$ cat config.mk
export PLATFORM = sky130hd
export DESIGN_NAME = per_channel_running_rms
export DESIGN_NICKNAME = d
export VERILOG_FILES = /design/src/hw/rtl/pcrms_pkg.sv /design/src/hw/rtl/pcrms_ctrl.sv /design/src/hw/rtl/pcrms_dp.sv /design/src/hw/rtl/per_channel_running_rms.sv
export SDC_FILE = /design/constraint.sdc
export NUM_CORES = 2
export LEC_CHECK = 0
export BUFFER_PORTS_ARGS = -buffer_cell sky130_fd_sc_hd__buf_2
export CORE_ASPECT_RATIO = 1.2
export CORE_MARGIN = 3
export CORE_UTILIZATION = 35
export DETAILED_ROUTE_END_ITERATION = 10
export SYNTH_ARGS = -nofsm -noshare
export SYNTH_HDL_FRONTEND = slang
export SYNTH_SLANG_ARGS = --single-unit
$ cat constraint.sdc
create_clock -name clk -period 19.8 [get_ports clk]
set_clock_uncertainty 0.2 [all_clocks]
set_input_delay 0.99 -clock clk [delete_from_list [all_inputs] [get_ports clk]]
set_output_delay 0.99 -clock clk [all_outputs]
set_load 0.05 [all_outputs]
$ cat src/hw/rtl/pcrms_pkg.sv
// pcrms_pkg: shared constants, codes and control structs for the per-channel RMS block.
// Used by pcrms_ctrl, pcrms_dp and per_channel_running_rms. No dependencies.
`timescale 1ns / 1ps

package pcrms_pkg;

    localparam int NUM_CHANNELS_DEF = 8;

    // field widths
    localparam int SAMPLE_W = 24;
    localparam int CH_W     = 3;
    localparam int RMS_W    = 23;
    localparam int SUM_W    = 64;
    localparam int CNT_W    = 32;
    localparam int SQ_W     = 2 * SAMPLE_W;
    localparam int ROOT_W   = SUM_W / 2;
    localparam int SQR_W    = ROOT_W + 2;

    localparam int DIV_STEPS  = SUM_W;
    localparam int SQRT_STEPS = SUM_W / 2;
    localparam int STEP_W     = $clog2(DIV_STEPS);

    localparam logic [RMS_W-1:0] LIMIT_RESET = 23'd160000;
    localparam logic [RMS_W-1:0] RMS_MAX     = {RMS_W{1'b1}};
    localparam logic [SUM_W-1:0] SUM_MAX     = {SUM_W{1'b1}};
    localparam logic [CNT_W-1:0] CNT_MAX     = {CNT_W{1'b1}};

    // input item kinds
    localparam logic CMD_ACCUM = 1'b0;
    localparam logic CMD_CLEAR = 1'b1;

    // register index (paddr[2])
    localparam logic REG_OVERLOAD_LIMIT = 1'b0;

    typedef struct packed {
        logic load_in;
        logic clear_all;
        logic mem_rd;
        logic update;
        logic div_step;
        logic sqrt_step;
        logic out_load;
    } pcrms_cmd_t;

    typedef struct packed {
        logic special;   // clear or out-of-range channel: no arithmetic
        logic out_free;  // output register can take a result this cycle
    } pcrms_stat_t;

endpackage

$ cat src/hw/rtl/pcrms_ctrl.sv
// pcrms_ctrl: sequencer for one item: read, update, divide, square root, result.
// Depends on pcrms_pkg.
`timescale 1ns / 1ps

module pcrms_ctrl
    import pcrms_pkg::*;
(
    input  logic        clk,
    input  logic        rst_n,
    input  logic        in_valid,
    output logic        in_ready,
    input  pcrms_stat_t stat,
    output pcrms_cmd_t  cmd
);

    typedef enum logic [2:0] {
        S_IDLE,
        S_READ,
        S_UPD,
        S_DIV,
        S_SQRT,
        S_OUT
    } state_t;

    state_t              state_reg, state_next;
    logic [STEP_W-1:0]   step_reg, step_next;

    always_comb
    begin
        state_next = state_reg;
        step_next  = step_reg;
        cmd        = '0;
        in_ready   = 1'b0;
        case (state_reg)
            S_IDLE:
            begin
                in_ready    = 1'b1;
                cmd.load_in = in_valid;
                if (in_valid)
                begin
                    state_next = S_READ;
                end
            end
            S_READ:
            begin
                cmd.mem_rd    = 1'b1;
                cmd.clear_all = stat.special;
                state_next    = stat.special ? S_OUT : S_UPD;
            end
            S_UPD:
            begin
                cmd.update = 1'b1;
                step_next  = '0;
                state_next = S_DIV;
            end
            S_DIV:
            begin
                cmd.div_step = 1'b1;
                step_next    = step_reg + 1'b1;
                if (step_reg == STEP_W'(DIV_STEPS - 1))
                begin
                    step_next  = '0;
                    state_next = S_SQRT;
                end
            end
            S_SQRT:
            begin
                cmd.sqrt_step = 1'b1;
                step_next     = step_reg + 1'b1;
                if (step_reg == STEP_W'(SQRT_STEPS - 1))
                begin
                    step_next  = '0;
                    state_next = S_OUT;
                end
            end
            S_OUT:
            begin
                cmd.out_load = stat.out_free;
                if (stat.out_free)
                begin
                    state_next = S_IDLE;
                end
            end
            default:
            begin
                state_next = S_IDLE;
            end
        endcase
    end

    always_ff @(posedge clk or negedge rst_n)
    begin
        if (!rst_n)
        begin
            state_reg <= S_IDLE;
            step_reg  <= '0;
        end
        else
        begin
            state_reg <= state_next;
            step_reg  <= step_next;
        end
    end

endmodule

$ cat src/hw/rtl/pcrms_dp.sv
// pcrms_dp: channel store, squarer, bit-serial divider and square root, output register.
// Depends on pcrms_pkg; driven by pcrms_ctrl commands.
`timescale 1ns / 1ps

module pcrms_dp
    import pcrms_pkg::*;
#(
    parameter int NUM_CHANNELS = NUM_CHANNELS_DEF
)
(
    input  logic                clk,
    input  logic                rst_n,
    input  pcrms_cmd_t          cmd,
    input  logic [SAMPLE_W-1:0] in_tdata,
    input  logic [CH_W:0]       in_tuser,
    input  logic [RMS_W-1:0]    limit,
    output pcrms_stat_t         stat,
    output logic                m_tvalid,
    input  logic                m_tready,
    output logic [31:0]         m_tdata,
    output logic [CH_W-1:0]     m_tuser
);

    localparam int CH_AW = (NUM_CHANNELS > 1) ? $clog2(NUM_CHANNELS) : 1;
    localparam logic [7:0] NCH_W8 = 8'(NUM_CHANNELS);

    // item registers
    logic                       kind_reg;
    logic [CH_W-1:0]            ch_reg;
    logic signed [SAMPLE_W-1:0] sample_reg;
    logic [SQ_W-1:0]            sq_reg;

    // channel store
    logic [SUM_W-1:0]        sum_mem [NUM_CHANNELS];
    logic [CNT_W-1:0]        cnt_mem [NUM_CHANNELS];
    logic [NUM_CHANNELS-1:0] valid_reg;
    logic [SUM_W-1:0]        rd_sum_reg;
    logic [CNT_W-1:0]        rd_cnt_reg;
    logic                    rd_vld_reg;

    // arithmetic
    logic [SUM_W-1:0]  dvd_reg;
    logic [CNT_W-1:0]  dvs_reg;
    logic [CNT_W-1:0]  rem_reg;
    logic [SQR_W-1:0]  sqr_reg;
    logic [ROOT_W-1:0] root_reg;
    logic              sat_reg;
    logic              cnt_zero_reg;

    // output
    logic              m_tvalid_reg;
    logic [31:0]       m_tdata_reg;
    logic [CH_W-1:0]   m_tuser_reg;

    logic [CH_AW-1:0]    idx;
    logic                in_range;
    logic [SAMPLE_W-1:0] mag;
    logic [SUM_W-1:0]    old_sum, new_sum;
    logic [CNT_W-1:0]    old_cnt, new_cnt;
    logic [SUM_W:0]      add_sum;
    logic                sat_old, sat_new;
    logic [CNT_W:0]      div_t, div_d;
    logic                div_ge;
    logic [SQR_W+1:0]    sq_t, sq_trial, sq_d;
    logic                sq_ge;
    logic [ROOT_W-1:0]   rms_full;
    logic [RMS_W-1:0]    rms_clamp;
    logic                overload;

    assign idx      = CH_AW'(ch_reg);
    assign in_range = {5'd0, ch_reg} < NCH_W8;
    assign stat.special  = (kind_reg == CMD_CLEAR) || !in_range;
    assign stat.out_free = !m_tvalid_reg || m_tready;

    assign mag = sample_reg[SAMPLE_W-1] ? SAMPLE_W'(-sample_reg) : SAMPLE_W'(sample_reg);

    // accumulate with saturation; a channel frozen at either maximum stays put
    always_comb
    begin
        old_sum = rd_vld_reg ? rd_sum_reg : '0;
        old_cnt = rd_vld_reg ? rd_cnt_reg : '0;
        sat_old = (old_sum == SUM_MAX) || (old_cnt == CNT_MAX);
        add_sum = {1'b0, old_sum} + {{(SUM_W + 1 - SQ_W){1'b0}}, sq_reg};
        if (sat_old)
        begin
            new_sum = old_sum;
            new_cnt = old_cnt;
        end
        else
        begin
            new_sum = add_sum[SUM_W] ? SUM_MAX : add_sum[SUM_W-1:0];
            new_cnt = old_cnt + 1'b1;
        end
        sat_new = (new_sum == SUM_MAX) || (new_cnt == CNT_MAX);
    end

    // restoring divide, one quotient bit per step; quotient shifts into dvd_reg
    assign div_t  = {rem_reg, dvd_reg[SUM_W-1]};
    assign div_ge = div_t >= {1'b0, dvs_reg};
    assign div_d  = div_t - {1'b0, dvs_reg};

    // digit-by-digit square root, two radicand bits per step
    assign sq_t     = {sqr_reg, dvd_reg[SUM_W-1:SUM_W-2]};
    assign sq_trial = {2'b00, root_reg, 2'b01};
    assign sq_ge    = sq_t >= sq_trial;
    assign sq_d     = sq_t - sq_trial;

    assign rms_full  = cnt_zero_reg ? '0 : root_reg;
    assign rms_clamp = (rms_full > ROOT_W'(RMS_MAX)) ? RMS_MAX : rms_full[RMS_W-1:0];
    assign overload  = rms_full > ROOT_W'(limit);

    always_ff @(posedge clk)
    begin
        if (cmd.load_in)
        begin
            kind_reg   <= in_tuser[0];
            ch_reg     <= in_tuser[CH_W:1];
            sample_reg <= in_tdata;
        end
        if (cmd.mem_rd)
        begin
            rd_sum_reg <= sum_mem[idx];
            rd_cnt_reg <= cnt_mem[idx];
            rd_vld_reg <= valid_reg[idx];
            sq_reg     <= SQ_W'(mag) * SQ_W'(mag);
        end
        if (cmd.update)
        begin
            sum_mem[idx] <= new_sum;
            cnt_mem[idx] <= new_cnt;
            dvd_reg      <= new_sum;
            dvs_reg      <= new_cnt;
            rem_reg      <= '0;
            sqr_reg      <= '0;
            root_reg     <= '0;
            sat_reg      <= sat_new;
            cnt_zero_reg <= (new_cnt == '0);
        end
        if (cmd.div_step)
        begin
            rem_reg <= div_ge ? div_d[CNT_W-1:0] : div_t[CNT_W-1:0];
            dvd_reg <= {dvd_reg[SUM_W-2:0], div_ge};
        end
        if (cmd.sqrt_step)
        begin
            sqr_reg  <= sq_ge ? sq_d[SQR_W-1:0] : sq_t[SQR_W-1:0];
            root_reg <= {root_reg[ROOT_W-2:0], sq_ge};
            dvd_reg  <= {dvd_reg[SUM_W-3:0], 2'b00};
        end
        if (cmd.out_load)
        begin
            if (kind_reg == CMD_CLEAR)
            begin
                m_tuser_reg <= '0;
                m_tdata_reg <= '0;
            end
            else if (!in_range)
            begin
                m_tuser_reg <= ch_reg;
                m_tdata_reg <= '0;
            end
            else
            begin
                m_tuser_reg <= ch_reg;
                m_tdata_reg <= {7'd0, sat_reg, overload, rms_clamp};
            end
        end
    end

    always_ff @(posedge clk or negedge rst_n)
    begin
        if (!rst_n)
        begin
            valid_reg    <= '0;
            m_tvalid_reg <= 1'b0;
        end
        else
        begin
            if (cmd.clear_all && (kind_reg == CMD_CLEAR))
            begin
                valid_reg <= '0;
            end
            else if (cmd.update)
            begin
                valid_reg[idx] <= 1'b1;
            end
            if (cmd.out_load)
            begin
                m_tvalid_reg <= 1'b1;
            end
            else if (m_tready)
            begin
                m_tvalid_reg <= 1'b0;
            end
        end
    end

    assign m_tvalid = m_tvalid_reg;
    assign m_tdata  = m_tdata_reg;
    assign m_tuser  = m_tuser_reg;

endmodule

$ cat src/hw/rtl/per_channel_running_rms.sv
// per_channel_running_rms: top level, APB limit register, controller and datapath.
// Depends on pcrms_pkg, pcrms_ctrl, pcrms_dp.
//
//  port group | role          | payload
//  s_*        | item in       | tdata: sample[23:0]; tuser: cmd[0], channel[3:1]
//  m_*        | result out    | tdata: rms[22:0], overload[23], saturated[24]; tuser: out_channel
//  p*         | APB register  | 0x0 overload_limit[22:0]
//
// A sample item holds the sequencer through taking the item, the store read and squaring,
// the saturating update, the one-bit-per-cycle divider, the two-bits-per-cycle square
// root and the load of the output register. Clear and out-of-range items skip the
// update, divider and square root.
// The next item is taken while a result waits in the output register; a stalled output
// holds the sequencer only when a second result is ready. Reset and clear drop the
// per-channel valid bits.
`timescale 1ns / 1ps

module per_channel_running_rms
    import pcrms_pkg::*;
#(
    parameter int NUM_CHANNELS = NUM_CHANNELS_DEF
)
(
    input  logic                clk,
    input  logic                rst_n,
    input  logic                s_tvalid,
    output logic                s_tready,
    input  logic [SAMPLE_W-1:0] s_tdata,   // sample[23:0]
    input  logic [CH_W:0]       s_tuser,   // cmd[0], channel[3:1]
    output logic                m_tvalid,
    input  logic                m_tready,
    output logic [31:0]         m_tdata,   // rms[22:0], overload[23], saturated[24], zero
    output logic [CH_W-1:0]     m_tuser,   // out_channel[2:0]
    input  logic                psel,
    input  logic                penable,
    input  logic                pwrite,
    input  logic [2:0]          paddr,
    input  logic [31:0]         pwdata,
    output logic [31:0]         prdata,
    output logic                pready
);

    logic [RMS_W-1:0] limit_reg;
    pcrms_cmd_t       cmd;
    pcrms_stat_t      stat;

    assign pready = 1'b1;
    assign prdata = (paddr[2] == REG_OVERLOAD_LIMIT) ? {9'd0, limit_reg} : 32'd0;

    always_ff @(posedge clk or negedge rst_n)
    begin
        if (!rst_n)
        begin
            limit_reg <= LIMIT_RESET;
        end
        else if (psel && penable && pwrite && pready && (paddr[2] == REG_OVERLOAD_LIMIT))
        begin
            limit_reg <= pwdata[RMS_W-1:0];
        end
    end

    pcrms_ctrl u_ctrl (
        .clk      (clk),
        .rst_n    (rst_n),
        .in_valid (s_tvalid),
        .in_ready (s_tready),
        .stat     (stat),
        .cmd      (cmd)
    );

    pcrms_dp #(
        .NUM_CHANNELS (NUM_CHANNELS)
    ) u_dp (
        .clk      (clk),
        .rst_n    (rst_n),
        .cmd      (cmd),
        .in_tdata (s_tdata),
        .in_tuser (s_tuser),
        .limit    (limit_reg),
        .stat     (stat),
        .m_tvalid (m_tvalid),
        .m_tready (m_tready),
        .m_tdata  (m_tdata),
        .m_tuser  (m_tuser)
    );

`ifndef SYNTHESIS
    // one item at a time through the sequencer
    a_busy_after_accept: assert property (@(posedge clk) disable iff (!rst_n)
        (s_tvalid && s_tready) |=> !s_tready)
        else $error("item accepted while sequencer busy");

    // overload with an unclamped rms must exceed the limit
    a_overload_limit: assert property (@(posedge clk) disable iff (!rst_n)
        (m_tvalid && m_tdata[23] && (m_tdata[22:0] != RMS_MAX)) |-> (m_tdata[22:0] > limit_reg))
        else $error("overload set at or below limit");

    // channels beyond the store report an all-zero result
    a_out_of_range: assert property (@(posedge clk) disable iff (!rst_n)
        (m_tvalid && ({5'd0, m_tuser} >= 8'(NUM_CHANNELS))) |-> (m_tdata == 32'd0))
        else $error("nonzero result for out-of-range channel");
`endif

endmodule
==> impl_metrics.toml <==
[route]
via_count = 46120
top_layer_used = "met4"
wl_per_cell_um = 21.16
ant_nets = 0
wl_met3_um = 12040
drc_errors = 0
viasPerCell = 5.301
first_iter_violations = 3977
drtPass1Iterations = 8
routedLengthMet1_um = 75950
routed_wl_um = 184100
wl_met2_um = 89440

[timing]
hold_viol_final = 0
tightest_slew_ns = 1.315
period_share_pct = 55.23
layout_min_cycle_time_ns = 10.94
max_clock_freq_ghz = 0.09144
rsz0062_at_grt = "no"
finalMaxSlewViolations = 0
setup_viol = 0
tns_ns = 0
slew_headroom_pct = 11.69

[layout]
fillers = 18710
reg_top3 = "u_dp.sum_mem x512, u_dp.cnt_mem x256"
multi_input_area_mm2 = 0.03006
largest_reg_flops = 512
area_growth_pct = 11.40
antennaDiodeCount = 0
drive_above_1_share_pct = 7.683
seq_area_mm2 = 0.03597
top_register = "u_dp.sum_mem"
nNetsFinal = 6801
final_util_pct = 39.38

[critical_path]
r2r_end = "u_dp.sq_reg[46]$_DFFE_PN_"
cp-start-kind = "flop"
critical_path.most_common_cell = "fa_1"
ff2ff_setup_slack_ns = 8.86
r2r.worst_path.cells = 37
critPathKind = "reg -> reg"
slowest_stage = "fa_1"
startpoint = "u_dp.sample_reg[4]$_DFFE_PP_"
worstPathRequired_ns = 20.09
arrival_ns = 11.22
r2r-start = "u_dp.sample_reg[4]$_DFFE_PP_"
critPathMaxStageDelay_ns = 0.58
cp_max_fo = 12
end_kind = "flop"
endpoint = "u_dp.sq_reg[46]$_DFFE_PN_"

[synthesis]
syn_area_mm2 = 0.06960
ys_seq_area_share_pct = 51.67
yosys.area.top_type = "edfxtp_1"
synth_area_leaders = "edfxtp_1 50%, fa_1 12%, ha_1 5.6%"
synth_top_flop_cell = "edfxtp_1"
synth_common_cells = "1162 x edfxtp_1, 749 x inv_1, 535 x nor2_1, 432 x fa_1, 416 x nand2_1"
synthArstFlopShare_pct = 3.402
yosys_warnings = 0
synth_top_area_share_pct = 50.13
synth_edf_count = 1162
synth_most_common_cell = "edfxtp_1"
synth_area_per_cell_um2 = 11.82
ys_ff_latch = 1205
ys_types = 85
postSynthCellCount = 5886

[floorplanning]
placementRows = 178
ios = 140
die_w_um = 413.1
die_y_um = 494.5
core_mm2 = 0.1969
die_area_mm2 = 0.2043
start_util_pct = 35.35

[clock_tree]
numCtsBuffers = 130
cts-root-buf = "clkbuf_16"
cts.sinks = 1205
clk_pin_slew_worst_paths_ns = 0.07
cts_tree = "done"
h-tree-depth = 4
cts_repair_resize_count = 0
max-clock-path-buffers = 3
cts_setup_buffers = 0
clk_latency_ns = 0.78
cts.hold.buffers_added = 0

[global_route]
grt_pass1_wl_um = 281700
grt_pass1_vias = 46920
grt_antenna_before_repair = 2
track_usage_pct = 17.85
globalRouteOverflowTotal = 0
grt_max_degree = 146

[hold_path]
hold_path_class = "in -> reg"
hp-start = "s_tdata[7]"

[placement]
io_buffers = 111
dp_hpwl_um = 120900
gp_congestion = 0.8908

[run_status]
status = "finished clean"

[job]
maxCapViolCount = 0
==> final cells by class <==
type	count	area share, %
Tap cell	2610	4.212
Inverter	756	3.660
Clock inverter	66	0.9618
Sequential cell	1205	46.39
Multi-Input combinational cell	3696	38.76
Clock buffer	168	4.405
Timing Repair Buffer	200	1.610
==> critical path, delay by kind of cell (launching register included) <==
kind	cells	cell delay, ns
adder cells (fa/ha/maj)	8	3.94
flip-flops	1	0.48
AND/OR/NAND/NOR	10	2.61
XOR/XNOR	2	0.20
AO/OA/AOI/OAI	9	2.04
buffers and inverters	8	1.15
==> cell families after synthesis <==
logic type      synth area share (%)
compound gates                 10.70
xor+xnor                       2.668
fa+ha+maj                      18.00
buf+inv                        5.605
flops                          51.67
mux                            1.179
other cells                  0.01079
simple gates                   10.16
==> metrics by stage <==
step                      instances  setup slack [ns]  hold slack [ns]  area (um2)
after global placement         8467             8.954           0.2790       73370
final                          8701             8.864           0.1836       77540
after detailed placement       8467             8.913           0.2897       73370
after global routing           8701             8.158           0.1337       77540
after floorplan                5920             10.02           0.2244       69730
after CTS                      8701             8.847           0.1259       77540
==> placed cells by master (no fill, tap or decap), drive strengths merged, types with 10 or more instances in the layout <==
cell type	Yosys	layout
a211oi	12	12
nor4	28	28
nor3	56	56
nand3	76	76
edfxtp	1162	1162
xnor2	133	133
ha	310	310
buf	49	200
xor2	79	79
o31ai	18	18
nand2b	51	51
dfrtp	36	36
nor2b	40	40
clkbuf	214	168
or3	19	19
clkinv	4	44
a31oi	62	62
a21o	90	90
nand4	182	182
and4	11	11
o21bai	17	17
a21oi	245	245
a22oi	389	389
nor2	535	535
inv	752	763
and2	52	52
fa	432	432
mux2	24	24
nand2	416	416
o21ai	123	123
a211o	10	10
o41ai	10	10
mux2i	55	55
conb	2	36
o211ai	16	16
and3	30	30
o21a	35	35
==> worst min path at each step <==
stage,to,slack (ns),cells after the start
final,u_dp.sample_reg[7]$_DFFE_PP_,0.18,1
after global routing,u_dp.sample_reg[7]$_DFFE_PP_,0.13,1
after CTS,u_dp.sample_reg[23]$_DFFE_PP_,0.13,1
after detailed placement,u_dp.valid_reg[7]$_DFFE_PN0P_,0.29,2
after global placement,u_dp.valid_reg[7]$_DFFE_PN0P_,0.28,2
after floorplan,u_dp.sq_reg[0]$_DFFE_PN_,0.22,0
==> metal layers <==
| layer | vias to the layer above | track usage, % |
|---|---|---|
| met4 | 0 | 6.331 |
| li1 | 21020 | - |
| met3 | 363 | 2.653 |
| met1 | 23120 | 23.34 |
| met2 | 1622 | 30.12 |
| met5 | - | 0 |
Power is not shown: default switching activity piles up to over one toggle a cycle in this logic, so the estimate is an artifact.
